**config.mk**
```make
export PLATFORM = sky130hd
export DESIGN_NAME = run_dictionary_escape_encoder
export DESIGN_NICKNAME = d
export VERILOG_FILES = /design/src/hdl/rde_pkg.sv /design/src/hdl/rde_ctrl.sv /design/src/hdl/rde_datapath.sv /design/src/hdl/run_dictionary_escape_encoder.sv
export SDC_FILE = /design/constraint.sdc
export NUM_CORES = 1
export LEC_CHECK = 0
export ABC_CLOCK_PERIOD_IN_PS = 5310
export BUFFER_PORTS_ARGS = -buffer_cell sky130_fd_sc_hd__buf_2
export CORE_ASPECT_RATIO = 1.25
export CORE_MARGIN = 5
export CORE_UTILIZATION = 39
export DETAILED_ROUTE_END_ITERATION = 8
export HOLD_SLACK_MARGIN = 0.02
export SLEW_MARGIN = 20
export SYNTH_ARGS = -nofsm -noshare
export SYNTH_HDL_FRONTEND = slang
export SYNTH_HIERARCHICAL = 1
export SYNTH_SLANG_ARGS = --single-unit
```
**constraint.sdc**
```tcl
create_clock -name aclk -period 5.31 [get_ports aclk]
set_input_delay 0.531 -clock aclk [delete_from_list [all_inputs] [get_ports aclk]]
set_output_delay 0.531 -clock aclk [all_outputs]
set_load 0.02 [all_outputs]
```
**src/hdl/rde_pkg.sv**
```systemverilog
package rde_pkg;

    localparam int CFG_W       = 5;
    localparam int ENTRY_IDX_W = 4;
    localparam int CODE_W      = 8;
    localparam int BYTE_W      = 8;
    localparam int LEN_W       = 6;

    localparam logic [BYTE_W-1:0] MARKER_BYTE = 8'hFF;
    localparam logic [BYTE_W-1:0] ESCAPE_BYTE = 8'h00;

    localparam logic CMD_LOAD = 1'b0;
    localparam logic CMD_DATA = 1'b1;

    typedef struct packed {
        logic [CODE_W-1:0] code;
        logic [BYTE_W-1:0] value;
        logic [LEN_W-1:0]  length;
    } dict_entry_t;

    typedef enum logic [2:0] {
        ST_IDLE,
        ST_DECIDE,
        ST_SCAN,
        ST_EMIT,
        ST_NEWRUN,
        ST_ENDFL
    } ctl_state_t;

    typedef enum logic [1:0] {
        PH_OLD,
        PH_LONG,
        PH_END
    } phase_t;

    typedef struct packed {
        logic load;
        logic capture;
        logic start_old;
        logic start_long;
        logic start_end;
        logic bump;
        logic new_run;
        logic clear_run;
        logic scan_clr;
        logic scan;
        logic emit;
        logic emit_last;
        logic consume;
        logic set_cnt_rem;
    } dp_cmd_t;

    typedef struct packed {
        logic same_run;
        logic run_full;
        logic has_run;
        logic end_item;
        logic hit;
        logic miss;
        logic out_free;
        logic rem_zero;
    } dp_sts_t;

endpackage

```
**src/hdl/rde_ctrl.sv**
```systemverilog
module rde_ctrl (
    input  logic              aclk,
    input  logic              aresetn,
    input  logic              s_valid,
    output logic              s_ready,
    input  logic              s_cmd,
    input  rde_pkg::dp_sts_t  sts,
    output rde_pkg::dp_cmd_t  cmd
);
    import rde_pkg::*;

    ctl_state_t state_reg, state_next;
    phase_t     phase_reg, phase_next;

    always_ff @(posedge aclk) begin
        if (!aresetn) begin
            state_reg <= ST_IDLE;
            phase_reg <= PH_OLD;
        end else begin
            state_reg <= state_next;
            phase_reg <= phase_next;
        end
    end

    always_comb begin
        state_next = state_reg;
        phase_next = phase_reg;
        cmd        = '0;
        s_ready    = 1'b0;
        unique case (state_reg)
            ST_IDLE: begin
                s_ready = 1'b1;
                if (s_valid) begin
                    if (s_cmd == CMD_LOAD) begin
                        cmd.load = 1'b1;
                    end else begin
                        cmd.capture = 1'b1;
                        state_next  = ST_DECIDE;
                    end
                end
            end
            ST_DECIDE: begin
                if (sts.same_run) begin
                    if (sts.run_full) begin
                        // A full run gives up one token from its front first.
                        cmd.start_long = 1'b1;
                        cmd.scan_clr   = 1'b1;
                        phase_next     = PH_LONG;
                        state_next     = ST_SCAN;
                    end else begin
                        cmd.bump   = 1'b1;
                        state_next = sts.end_item ? ST_ENDFL : ST_IDLE;
                    end
                end else if (sts.has_run) begin
                    cmd.start_old = 1'b1;
                    cmd.scan_clr  = 1'b1;
                    phase_next    = PH_OLD;
                    state_next    = ST_SCAN;
                end else begin
                    state_next = ST_NEWRUN;
                end
            end
            ST_SCAN: begin
                cmd.scan = 1'b1;
                if (sts.hit || sts.miss) begin
                    state_next = ST_EMIT;
                end
            end
            ST_EMIT: begin
                if (sts.out_free) begin
                    cmd.emit = 1'b1;
                    unique case (phase_reg)
                        PH_LONG: begin
                            cmd.emit_last   = !sts.end_item;
                            cmd.set_cnt_rem = 1'b1;
                            state_next      = sts.end_item ? ST_ENDFL : ST_IDLE;
                        end
                        PH_OLD: begin
                            // The new run still has to be flushed when the word ends the chunk.
                            cmd.emit_last = sts.rem_zero && !sts.end_item;
                            cmd.consume   = 1'b1;
                            if (sts.rem_zero) begin
                                state_next = ST_NEWRUN;
                            end else begin
                                cmd.scan_clr = 1'b1;
                                state_next   = ST_SCAN;
                            end
                        end
                        PH_END: begin
                            cmd.emit_last = sts.rem_zero;
                            cmd.consume   = 1'b1;
                            if (sts.rem_zero) begin
                                cmd.clear_run = 1'b1;
                                state_next    = ST_IDLE;
                            end else begin
                                cmd.scan_clr = 1'b1;
                                state_next   = ST_SCAN;
                            end
                        end
                        default: begin
                            state_next = ST_IDLE;
                        end
                    endcase
                end
            end
            ST_NEWRUN: begin
                cmd.new_run = 1'b1;
                state_next  = sts.end_item ? ST_ENDFL : ST_IDLE;
            end
            ST_ENDFL: begin
                cmd.start_end = 1'b1;
                cmd.scan_clr  = 1'b1;
                phase_next    = PH_END;
                state_next    = ST_SCAN;
            end
            default: begin
                state_next = ST_IDLE;
            end
        endcase
    end

endmodule

```
**src/hdl/rde_datapath.sv**
```systemverilog
module rde_datapath #(
    parameter int DICT_ENTRIES    = 16,
    parameter int MAX_PATTERN_LEN = 32
) (
    input  logic                         aclk,
    input  logic                         aresetn,
    input  logic                         cfg_wr_en,
    input  logic [rde_pkg::CFG_W-1:0]    cfg_wr_data,
    input  logic [rde_pkg::ENTRY_IDX_W-1:0] s_entry_index,
    input  logic [rde_pkg::CODE_W-1:0]   s_entry_code,
    input  logic [rde_pkg::BYTE_W-1:0]   s_entry_value,
    input  logic [rde_pkg::LEN_W-1:0]    s_entry_length,
    input  logic [rde_pkg::BYTE_W-1:0]   s_data_byte,
    input  logic                         s_chunk_end,
    input  rde_pkg::dp_cmd_t             cmd,
    output rde_pkg::dp_sts_t             sts,
    input  logic                         m_ready,
    output logic                         m_valid,
    output logic [rde_pkg::BYTE_W-1:0]   m_first_byte,
    output logic [rde_pkg::BYTE_W-1:0]   m_second_byte,
    output logic                         m_two_bytes,
    output logic                         m_last_of_run,
    output logic                         m_stream_done
);
    import rde_pkg::*;

    localparam int AW    = (DICT_ENTRIES > 1) ? $clog2(DICT_ENTRIES) : 1;
    localparam int IW    = $clog2(DICT_ENTRIES + 1);
    localparam int NW    = (IW > CFG_W) ? IW : CFG_W;
    localparam int SW    = (IW > ENTRY_IDX_W) ? IW : ENTRY_IDX_W;
    localparam int CNT_W = $clog2(MAX_PATTERN_LEN + 2);
    localparam int CMP_W = (CNT_W > LEN_W) ? CNT_W : LEN_W;

    dict_entry_t mem [DICT_ENTRIES];

    logic [CFG_W-1:0]  eiu_reg;
    logic [BYTE_W-1:0] byte_reg;
    logic              end_reg;
    logic [BYTE_W-1:0] run_value_reg;
    logic [CNT_W-1:0]  run_count_reg;
    logic              run_active_reg;
    logic [CNT_W-1:0]  avail_reg;
    logic [IW-1:0]     idx_reg;
    logic              rd_vld_reg;
    dict_entry_t       rd_reg;
    logic              found_reg;

    logic              m_valid_reg;
    logic [BYTE_W-1:0] first_reg;
    logic [BYTE_W-1:0] second_reg;
    logic              two_reg;
    logic              last_reg;
    logic              done_reg;

    logic [NW-1:0]     n_lim;
    logic              idx_done;
    logic              hit;
    logic              miss;
    logic [CMP_W-1:0]  used;
    logic [CMP_W-1:0]  rem;
    logic [BYTE_W-1:0] tok_first;
    logic [BYTE_W-1:0] tok_second;
    logic              tok_two;

    always_ff @(posedge aclk) begin
        if (!aresetn) begin
            eiu_reg <= '0;
        end else if (cfg_wr_en) begin
            eiu_reg <= cfg_wr_data;
        end
    end

    always_ff @(posedge aclk) begin
        if (cmd.load && (SW'(s_entry_index) < SW'(DICT_ENTRIES))) begin
            mem[AW'(s_entry_index)] <= '{code: s_entry_code, value: s_entry_value,
                                        length: s_entry_length};
        end
    end

    // Slots are searched in order, one read a cycle; a hit freezes the read data.
    assign n_lim    = (NW'(eiu_reg) > NW'(DICT_ENTRIES)) ? NW'(DICT_ENTRIES) : NW'(eiu_reg);
    assign idx_done = NW'(idx_reg) >= n_lim;
    assign hit      = rd_vld_reg
                      && (rd_reg.length != '0)
                      && (CMP_W'(rd_reg.length) <= CMP_W'(MAX_PATTERN_LEN))
                      && (rd_reg.value == run_value_reg)
                      && (CMP_W'(rd_reg.length) <= CMP_W'(avail_reg));
    assign miss     = !hit && idx_done;

    always_ff @(posedge aclk) begin
        if (cmd.scan && !hit && !idx_done) begin
            rd_reg <= mem[AW'(idx_reg)];
        end
    end

    always_ff @(posedge aclk) begin
        if (!aresetn) begin
            idx_reg    <= '0;
            rd_vld_reg <= 1'b0;
        end else if (cmd.scan_clr) begin
            idx_reg    <= '0;
            rd_vld_reg <= 1'b0;
        end else if (cmd.scan && !hit) begin
            if (!idx_done) begin
                idx_reg    <= idx_reg + 1'b1;
                rd_vld_reg <= 1'b1;
            end else begin
                rd_vld_reg <= 1'b0;
            end
        end
    end

    always_ff @(posedge aclk) begin
        if (cmd.scan && (hit || miss)) begin
            found_reg <= hit;
        end
    end

    assign used = found_reg ? CMP_W'(rd_reg.length) : CMP_W'(1);
    assign rem  = CMP_W'(avail_reg) - used;

    always_ff @(posedge aclk) begin
        if (cmd.capture) begin
            byte_reg <= s_data_byte;
            end_reg  <= s_chunk_end;
        end
    end

    always_ff @(posedge aclk) begin
        if (!aresetn) begin
            run_value_reg  <= '0;
            run_count_reg  <= '0;
            run_active_reg <= 1'b0;
        end else if (cmd.new_run) begin
            run_value_reg  <= byte_reg;
            run_count_reg  <= CNT_W'(1);
            run_active_reg <= 1'b1;
        end else if (cmd.clear_run) begin
            run_count_reg  <= '0;
            run_active_reg <= 1'b0;
        end else if (cmd.bump) begin
            run_count_reg <= run_count_reg + 1'b1;
        end else if (cmd.set_cnt_rem) begin
            run_count_reg <= CNT_W'(rem);
        end
    end

    always_ff @(posedge aclk) begin
        if (cmd.start_old || cmd.start_end) begin
            avail_reg <= run_count_reg;
        end else if (cmd.start_long) begin
            avail_reg <= run_count_reg + 1'b1;
        end else if (cmd.consume) begin
            avail_reg <= CNT_W'(rem);
        end
    end

    always_comb begin
        if (found_reg) begin
            tok_first  = MARKER_BYTE;
            tok_second = rd_reg.code;
            tok_two    = 1'b1;
        end else if (run_value_reg == MARKER_BYTE) begin
            tok_first  = MARKER_BYTE;
            tok_second = ESCAPE_BYTE;
            tok_two    = 1'b1;
        end else begin
            tok_first  = run_value_reg;
            tok_second = '0;
            tok_two    = 1'b0;
        end
    end

    always_ff @(posedge aclk) begin
        if (!aresetn) begin
            m_valid_reg <= 1'b0;
        end else if (cmd.emit) begin
            m_valid_reg <= 1'b1;
        end else if (m_ready) begin
            m_valid_reg <= 1'b0;
        end
    end

    always_ff @(posedge aclk) begin
        if (cmd.emit) begin
            first_reg  <= tok_first;
            second_reg <= tok_second;
            two_reg    <= tok_two;
            last_reg   <= cmd.emit_last;
            done_reg   <= cmd.emit_last && end_reg;
        end
    end

    assign sts.same_run = run_active_reg && (byte_reg == run_value_reg);
    assign sts.run_full = CMP_W'(run_count_reg) >= CMP_W'(MAX_PATTERN_LEN);
    assign sts.has_run  = run_active_reg && (run_count_reg != '0);
    assign sts.end_item = end_reg;
    assign sts.hit      = hit;
    assign sts.miss     = miss;
    assign sts.out_free = !m_valid_reg || m_ready;
    assign sts.rem_zero = (rem == '0);

    assign m_valid       = m_valid_reg;
    assign m_first_byte  = first_reg;
    assign m_second_byte = second_reg;
    assign m_two_bytes   = two_reg;
    assign m_last_of_run = last_reg;
    assign m_stream_done = done_reg;

endmodule

```
**src/hdl/run_dictionary_escape_encoder.sv**
```systemverilog
// A load word is written to its slot when taken; a data word that emits nothing passes
// through ST_DECIDE, and ST_NEWRUN when it starts a run. Each emitted token reads
// dictionary slots one a cycle, at most min(entries_in_use, DICT_ENTRIES) of them, then
// loads the output register once it is free; each word ends before the next is taken.
// Reset (aresetn, synchronous, active low) clears the controller, the pending run, the
// output valid and entries_in_use; dictionary slots keep their contents until loaded.
module run_dictionary_escape_encoder #(
    parameter int DICT_ENTRIES    = 16,
    parameter int MAX_PATTERN_LEN = 32
) (
    input  logic                            aclk,
    input  logic                            aresetn,
    input  logic                            cfg_wr_en,
    input  logic [rde_pkg::CFG_W-1:0]       cfg_wr_data,
    input  logic                            s_valid,
    output logic                            s_ready,
    input  logic                            s_cmd,
    input  logic [rde_pkg::ENTRY_IDX_W-1:0] s_entry_index,
    input  logic [rde_pkg::CODE_W-1:0]      s_entry_code,
    input  logic [rde_pkg::BYTE_W-1:0]      s_entry_value,
    input  logic [rde_pkg::LEN_W-1:0]       s_entry_length,
    input  logic [rde_pkg::BYTE_W-1:0]      s_data_byte,
    input  logic                            s_chunk_end,
    output logic                            m_valid,
    input  logic                            m_ready,
    output logic [rde_pkg::BYTE_W-1:0]      m_first_byte,
    output logic [rde_pkg::BYTE_W-1:0]      m_second_byte,
    output logic                            m_two_bytes,
    output logic                            m_last_of_run,
    output logic                            m_stream_done
);
    import rde_pkg::*;

    dp_cmd_t cmd;
    dp_sts_t sts;

    rde_ctrl u_ctrl (
        .aclk    (aclk),
        .aresetn (aresetn),
        .s_valid (s_valid),
        .s_ready (s_ready),
        .s_cmd   (s_cmd),
        .sts     (sts),
        .cmd     (cmd)
    );

    rde_datapath #(
        .DICT_ENTRIES    (DICT_ENTRIES),
        .MAX_PATTERN_LEN (MAX_PATTERN_LEN)
    ) u_datapath (
        .aclk           (aclk),
        .aresetn        (aresetn),
        .cfg_wr_en      (cfg_wr_en),
        .cfg_wr_data    (cfg_wr_data),
        .s_entry_index  (s_entry_index),
        .s_entry_code   (s_entry_code),
        .s_entry_value  (s_entry_value),
        .s_entry_length (s_entry_length),
        .s_data_byte    (s_data_byte),
        .s_chunk_end    (s_chunk_end),
        .cmd            (cmd),
        .sts            (sts),
        .m_ready        (m_ready),
        .m_valid        (m_valid),
        .m_first_byte   (m_first_byte),
        .m_second_byte  (m_second_byte),
        .m_two_bytes    (m_two_bytes),
        .m_last_of_run  (m_last_of_run),
        .m_stream_done  (m_stream_done)
    );

endmodule
```
### Word level (Yosys, flattened, before mapping)

Memory sizes are Yosys's and may differ from the RTL's. A register that Yosys moved wholly into a read port is not among the register bits.
Cells that the tools add are included.

| storage, ports and cells | value |
|---|---|
| RAM bits | 352 |
| input bits | 46 |
| memories | 1 |
| ROM bits | 0 |
| bits in latches | 0 |
| word-level logic and storage cells | 145 |
| flip-flop bits (word level) | 67 |

| operators by class | value |
|---|---|
| divide/modulo/power cells | 0 |
| muxes and demuxes | 62 |
| add/subtract/negate cells | 3 |
| reductions and logical operators | 37 |
| eq/ne operators | 16 |
| $mul | 0 |
| shift-type cells | 0 |
| $lt $le $gt $ge | 5 |
| bitwise operators | 2 |

Memories:

| name | depth | bits a word | rd ports | clocked after memory_dff | write ports | line | RTL |
|---|---|---|---|---|---|---|---|
| u_datapath.mem | 16 | 22 | 1 | 1 | 1 | rde_datapath.sv:34 | `dict_entry_t mem [DICT_ENTRIES];` |

Operators with widths:

| kind | count |
|---|---|
| $mux W6 | 6 |
| $mux W1 | 31 |
| $mux W3 | 9 |
| $pmux W3 S6 | 1 |
| $eq A8 B8 Y1 | 2 |
| $mux W2 | 8 |
| $logic_and A1 B1 Y1 | 12 |
| $reduce_bool A6 Y1 | 2 |
| $pmux W3 S3 | 1 |
| $eq A8 B8 Y1 const B | 1 |
| $mux W4 | 2 |
| $reduce_bool A2 Y1 | 4 |
| $add A6 B1 Y6 const B | 1 |
| $eq A3 B2 Y1 const B | 2 |
| $eq A3 B3 Y1 const B | 2 |
| $ge A6 B6 Y1 const B | 1 |
| $le A6 B6 Y1 | 1 |
| $le A6 B6 Y1 const B | 1 |
| $logic_not A6 Y1 | 1 |
| $ne A2 B2 Y1 const B | 3 |
| $ne A3 B3 Y1 const B | 2 |
| $pmux W1 S3 | 2 |
| $reduce_or A2 Y1 | 3 |
| $sub A6 B6 Y6 | 1 |
| 20 further kinds | 26 |

### Logic depth before layout (Yosys ltp)

| logic depth | value |
|---|---|
| word-level depth | 11 |
| gate-level depth with buffers | 15 |
| depth with buffers taken out | 14 |

### Cells and area by module

The synthesis kept the hierarchy.

Modules (own cells, without submodules):

| module | cells each | area an instance (um^2) | sequential area each (um^2) | instances |
|---|---|---|---|---|
| rde_datapath | 935 | 17463.0 | 12822.3 | 1 |
| rde_ctrl | 61 | 503.0 | 100.1 | 1 |

### Least setup slack after synthesis

Ideal clock, no wire load.

| timing path | value |
|---|---|
| kind | flip-flop to flip-flop |
| start | register u_ctrl.state_reg[1] |
| end | memory u_datapath/mem[0][0] in the netlist's numbering (enable) |
| setup slack | 1803 ps |
| path buffers | 1 |
| arrival time | 3078 ps |
| required time | 4881 ps |
| period minus slack after synthesis | 3507 ps |
| cell stages (with the launch flop) | 7 |
| path through | dfxtp_1 > buf_4 > nor3_4 > nand2_1 > nor2_1 > or3b_2 > nor3_1 |

RTL lines:

| item | line | RTL |
|---|---|---|
| start, declared | rde_ctrl.sv:12 | `ctl_state_t state_reg, state_next;` |
| start signal, assigned | rde_ctrl.sv:20 | `state_reg <= state_next;` |
| end, declared | rde_datapath.sv:34 |  |

==> results by group <==
Finish
  – Most common cell after layout, fill and taps aside: edfxtp_1
  – Share of cells above drive strength 1: 0.255
  – N_diodes: 0
  – P&R area growth vs syn: 13.8%
  – Max reg flops: between 300 and 400
  – Most frequent cells in the layout: edfxtp_1, mux4_2, buf_2, a21oi_1, clkbuf_16
  – Filler cells: slightly below 4,000
  – Nets@finish: 1,144

Clock network
  – Worst-path clk slew: 60 ps
  – Worst skew pair latency: 540 ps
  – CTS tree: yes
  – Resized cells post-CTS: 0
  – Clk sinks: 441
  – CTS Root Cell: clkbuf_16
  – Post-CTS Hold Fix Bufs: 0
  – H-tree levels: 2
  – Longest Clk Path Bufs: 3
  – Postcts setup bufs: 0
  – CTS Buf Count: 43

Synth
  – Post-synth top flop: edfxtp_1
  – Post-Syn Area per Cell: 18.0 µm²
  – Post-Syn Nets: 1,062
  – Number of synthesized flops with an enable pin: 409
  – Cell count after synthesis: 996
  – #FFs+latches synth: 441
  – Sequential-to-total area share from yosys stat: 0.719
  – Mapped Area: 18,000 µm²
  – Ys async rst share: 0
  – Netlist cell types: 65
  – Ys Warns: 6

Setup path
  – Critical-path maximum fanout: 24
  – Data required, critical path: about 5800 ps
  – Critical path's slowest cell: edfxtp_1
  – Worst EP arrival: 4060 ps
  – Crit Path Class: flip-flop to flip-flop
  – Setup crit end kind: flip-flop
  – R2R Path Start: u_datapath/found_reg$_DFFE_PP_
  – CP cell instances: nand2_1 > ha_1 > fa_1 > inv_1 > a21o_1 > a21oi_1 > xnor2_1 > nor4_1 > o31ai_1 > nor2b_1 > nand2_1 > a21oi_1 > a21o_1
  – R2R Setup Slk: ~1700 ps
  – Kind of cell adding the most delay to the critical path: simple AND/OR/NAND/NOR gates
  – Largest stage delay on the critical path: 780 ps
  – Reg2reg end: u_datapath/rd_vld_reg$_SDFFE_PP0P_
  – Worst r2r path cells: 13
  – WP buf/inv: 1
  – Startpoint types: flip-flop

Drt
  – Drt pass-1 iters: 4
  – Via/cell ratio: 5.30
  – Final wirelength: ~38,000 µm
  – Via count: 8,986
  – DRC: 0
  – Routed Antenna Nets: 0
  – Drt wl/cell: 22.4 µm
  – Initial DRC count: 588

Timing
  – Final hold vios: 0
  – Max Transition Viols Final: 0
  – Unrepaired setup endpoints after global routing: false
  – Worst Tran Pin Value: 953 ps
  – Fmax: 279 MHz
  – Setup_tns: 0 ps
  – Final period util: 0.674
  – Setup violations, final: 0
  – Final worst slack: 1730 ps
  – Min Tclk post-route: roughly 3600 ps
  – Clk_skew: 11.4 ps
  – Hold slack: 174 ps
  – Slew HR: 0.365

Power and ir drop
  – Clk pwr share: 0.437
  – Net Sw Power: 0.00135 W
  – Switching share of power: 0.192
  – Power Density: 345 nW/µm²
  – Maximum vdd ir drop: 198 µV
  – Static leakage: 6.46 nW
  – Pint: roughly 0.0057 W
  – Comb power frac: 0.020
  – Sequential share of power: 0.543

Floorplanning
  – Die Width: around 200 µm
  – Die H: 250 µm
  – # IOs: 67
  – Die area: 50,500 µm²
  – Core Box Area: 45,900 µm²
  – Row Count: 88
  – Initial Util: 0.391

Hold path
  – Worst Hold End: u_datapath/end_reg$_DFFE_PP_
  – Hold path start: s_chunk_end
  – Hold depth: 1
  – Hold crit path type: primary input to flip-flop

Placement
  – DP HPWL: 23,900 µm
  – RePlAce Congestion: 0.798
  – Post-Place Setup Slack: 1690 ps
  – Port bufs: 66

Global routing
  – GRT Total Usage: 0.152
  – GR Overflow Total: 0
  – Number of global-route vias before repair: 9,565
  – Largest net degree at the start of global routing: 53
  – Initial antenna violation count: 4
  – First-pass GRT wire length: around 59,000 µm

Job
  – Max-cap violations: 0

Status
  – Outcome: complete, no violations
-- worst max path at each step --
stage,startpoint,to,slack [ps],cells after the start
after CTS,u_datapath/found_reg$_DFFE_PP_,u_datapath/rd_vld_reg$_SDFFE_PP0P_,1660,13
after global routing,u_datapath/found_reg$_DFFE_PP_,u_datapath/rd_vld_reg$_SDFFE_PP0P_,1230,13
after floorplan,u_ctrl/state_reg[1]$_SDFFE_PN0P_,u_datapath/mem[0][0]$_DFFE_PP_,1800,6
after detailed placement,u_datapath/found_reg$_DFFE_PP_,u_datapath/rd_vld_reg$_SDFFE_PP0P_,1690,13
after global placement,u_datapath/found_reg$_DFFE_PP_,u_datapath/rd_vld_reg$_SDFFE_PP0P_,1800,13
final,u_datapath/found_reg$_DFFE_PP_,u_datapath/rd_vld_reg$_SDFFE_PP0P_,1730,13
-- routing by layer --
layer / vias to the layer above / GRT usage / wire (µm)
li1: 4127 / - / -
met1: 4589 / 0.186 / 15300
met2: 182 / 0.269 / 19700
met3: 80 / 0.0311 / 1650
met4: 8 / 0.0510 / 1310
met5: - / 0 / 49
-- cell usage after synthesis (3+ instances only) --
cell	instances	area, µm²
nand2_1	28	105
and3_1	6	37.5
o21a_1	4	30.0
nor2b_1	43	269
edfxtp_1	409	12300
nand4_1	7	43.8
a211oi_1	31	233
or4_1	3	22.5
a21oi_1	48	240
buf_2	11	55.1
clkbuf_1	32	120
nor2_1	35	131
nand2b_1	7	43.8
o21ai_0	8	40.0
buf_4	6	45.0
nand3b_1	4	30.0
nor3_1	8	40.0
a21boi_0	5	37.5
buf_6	3	33.8
ha_1	19	238
mux2i_1	39	390
xnor2_1	13	114
nor4_1	4	25.0
inv_1	21	78.8
dfxtp_1	32	641
nand3_1	9	45.0
and2_1	11	68.8
a21o_1	3	22.5
or2_2	11	68.8
mux4_2	88	1980
xor2_1	7	61.3
o31ai_1	5	37.5
-- cells by family after synthesis --
| kind of cell | synth area share |
|---|---|
| buf+inv | 0.0187 |
| xor+xnor | 0.00975 |
| mux | 0.133 |
| compound gates | 0.0434 |
| fa+ha+maj | 0.0143 |
| flops | 0.719 |
| simple gates | 0.0616 |
-- per-stage QoR --
stage	area [µm²]	power (W)	util	cells
floorplan	18000	0.00397	-	996
global route	20500	0.00732	0.445	1694
CTS	20400	0.00715	0.445	1694
detailed placement	19000	0.00405	0.414	1618
finish	20500	0.00706	0.445	1694
global placement	19000	0.00405	0.414	1618
-- layout make-up --
class | count | area [µm²] | share of cell area
Clock buffer | 54 | 1160 | 0.0567
Clock inverter | 22 | 268 | 0.0131
Inverter | 21 | 78.8 | 0.00385
Multi-Input combinational cell | 481 | 4770 | 0.233
Sequential cell | 441 | 12900 | 0.632
Tap cell | 585 | 732 | 0.0358
Timing Repair Buffer | 90 | 510 | 0.0250
-- power by group through the flow --
stage	clock network (W)	registers, W	logic, W
2_1_floorplan	0	0.00390	0.0000717
3_3_place_gp	0	0.00391	0.000142
3_5_place_dp	0	0.00391	0.000147
4_1_cts	0.00317	0.00383	0.000147
5_1_grt	0.00332	0.00383	0.000161
6_report	0.00308	0.00383	0.000144
(Power assumes the default switching activity.)
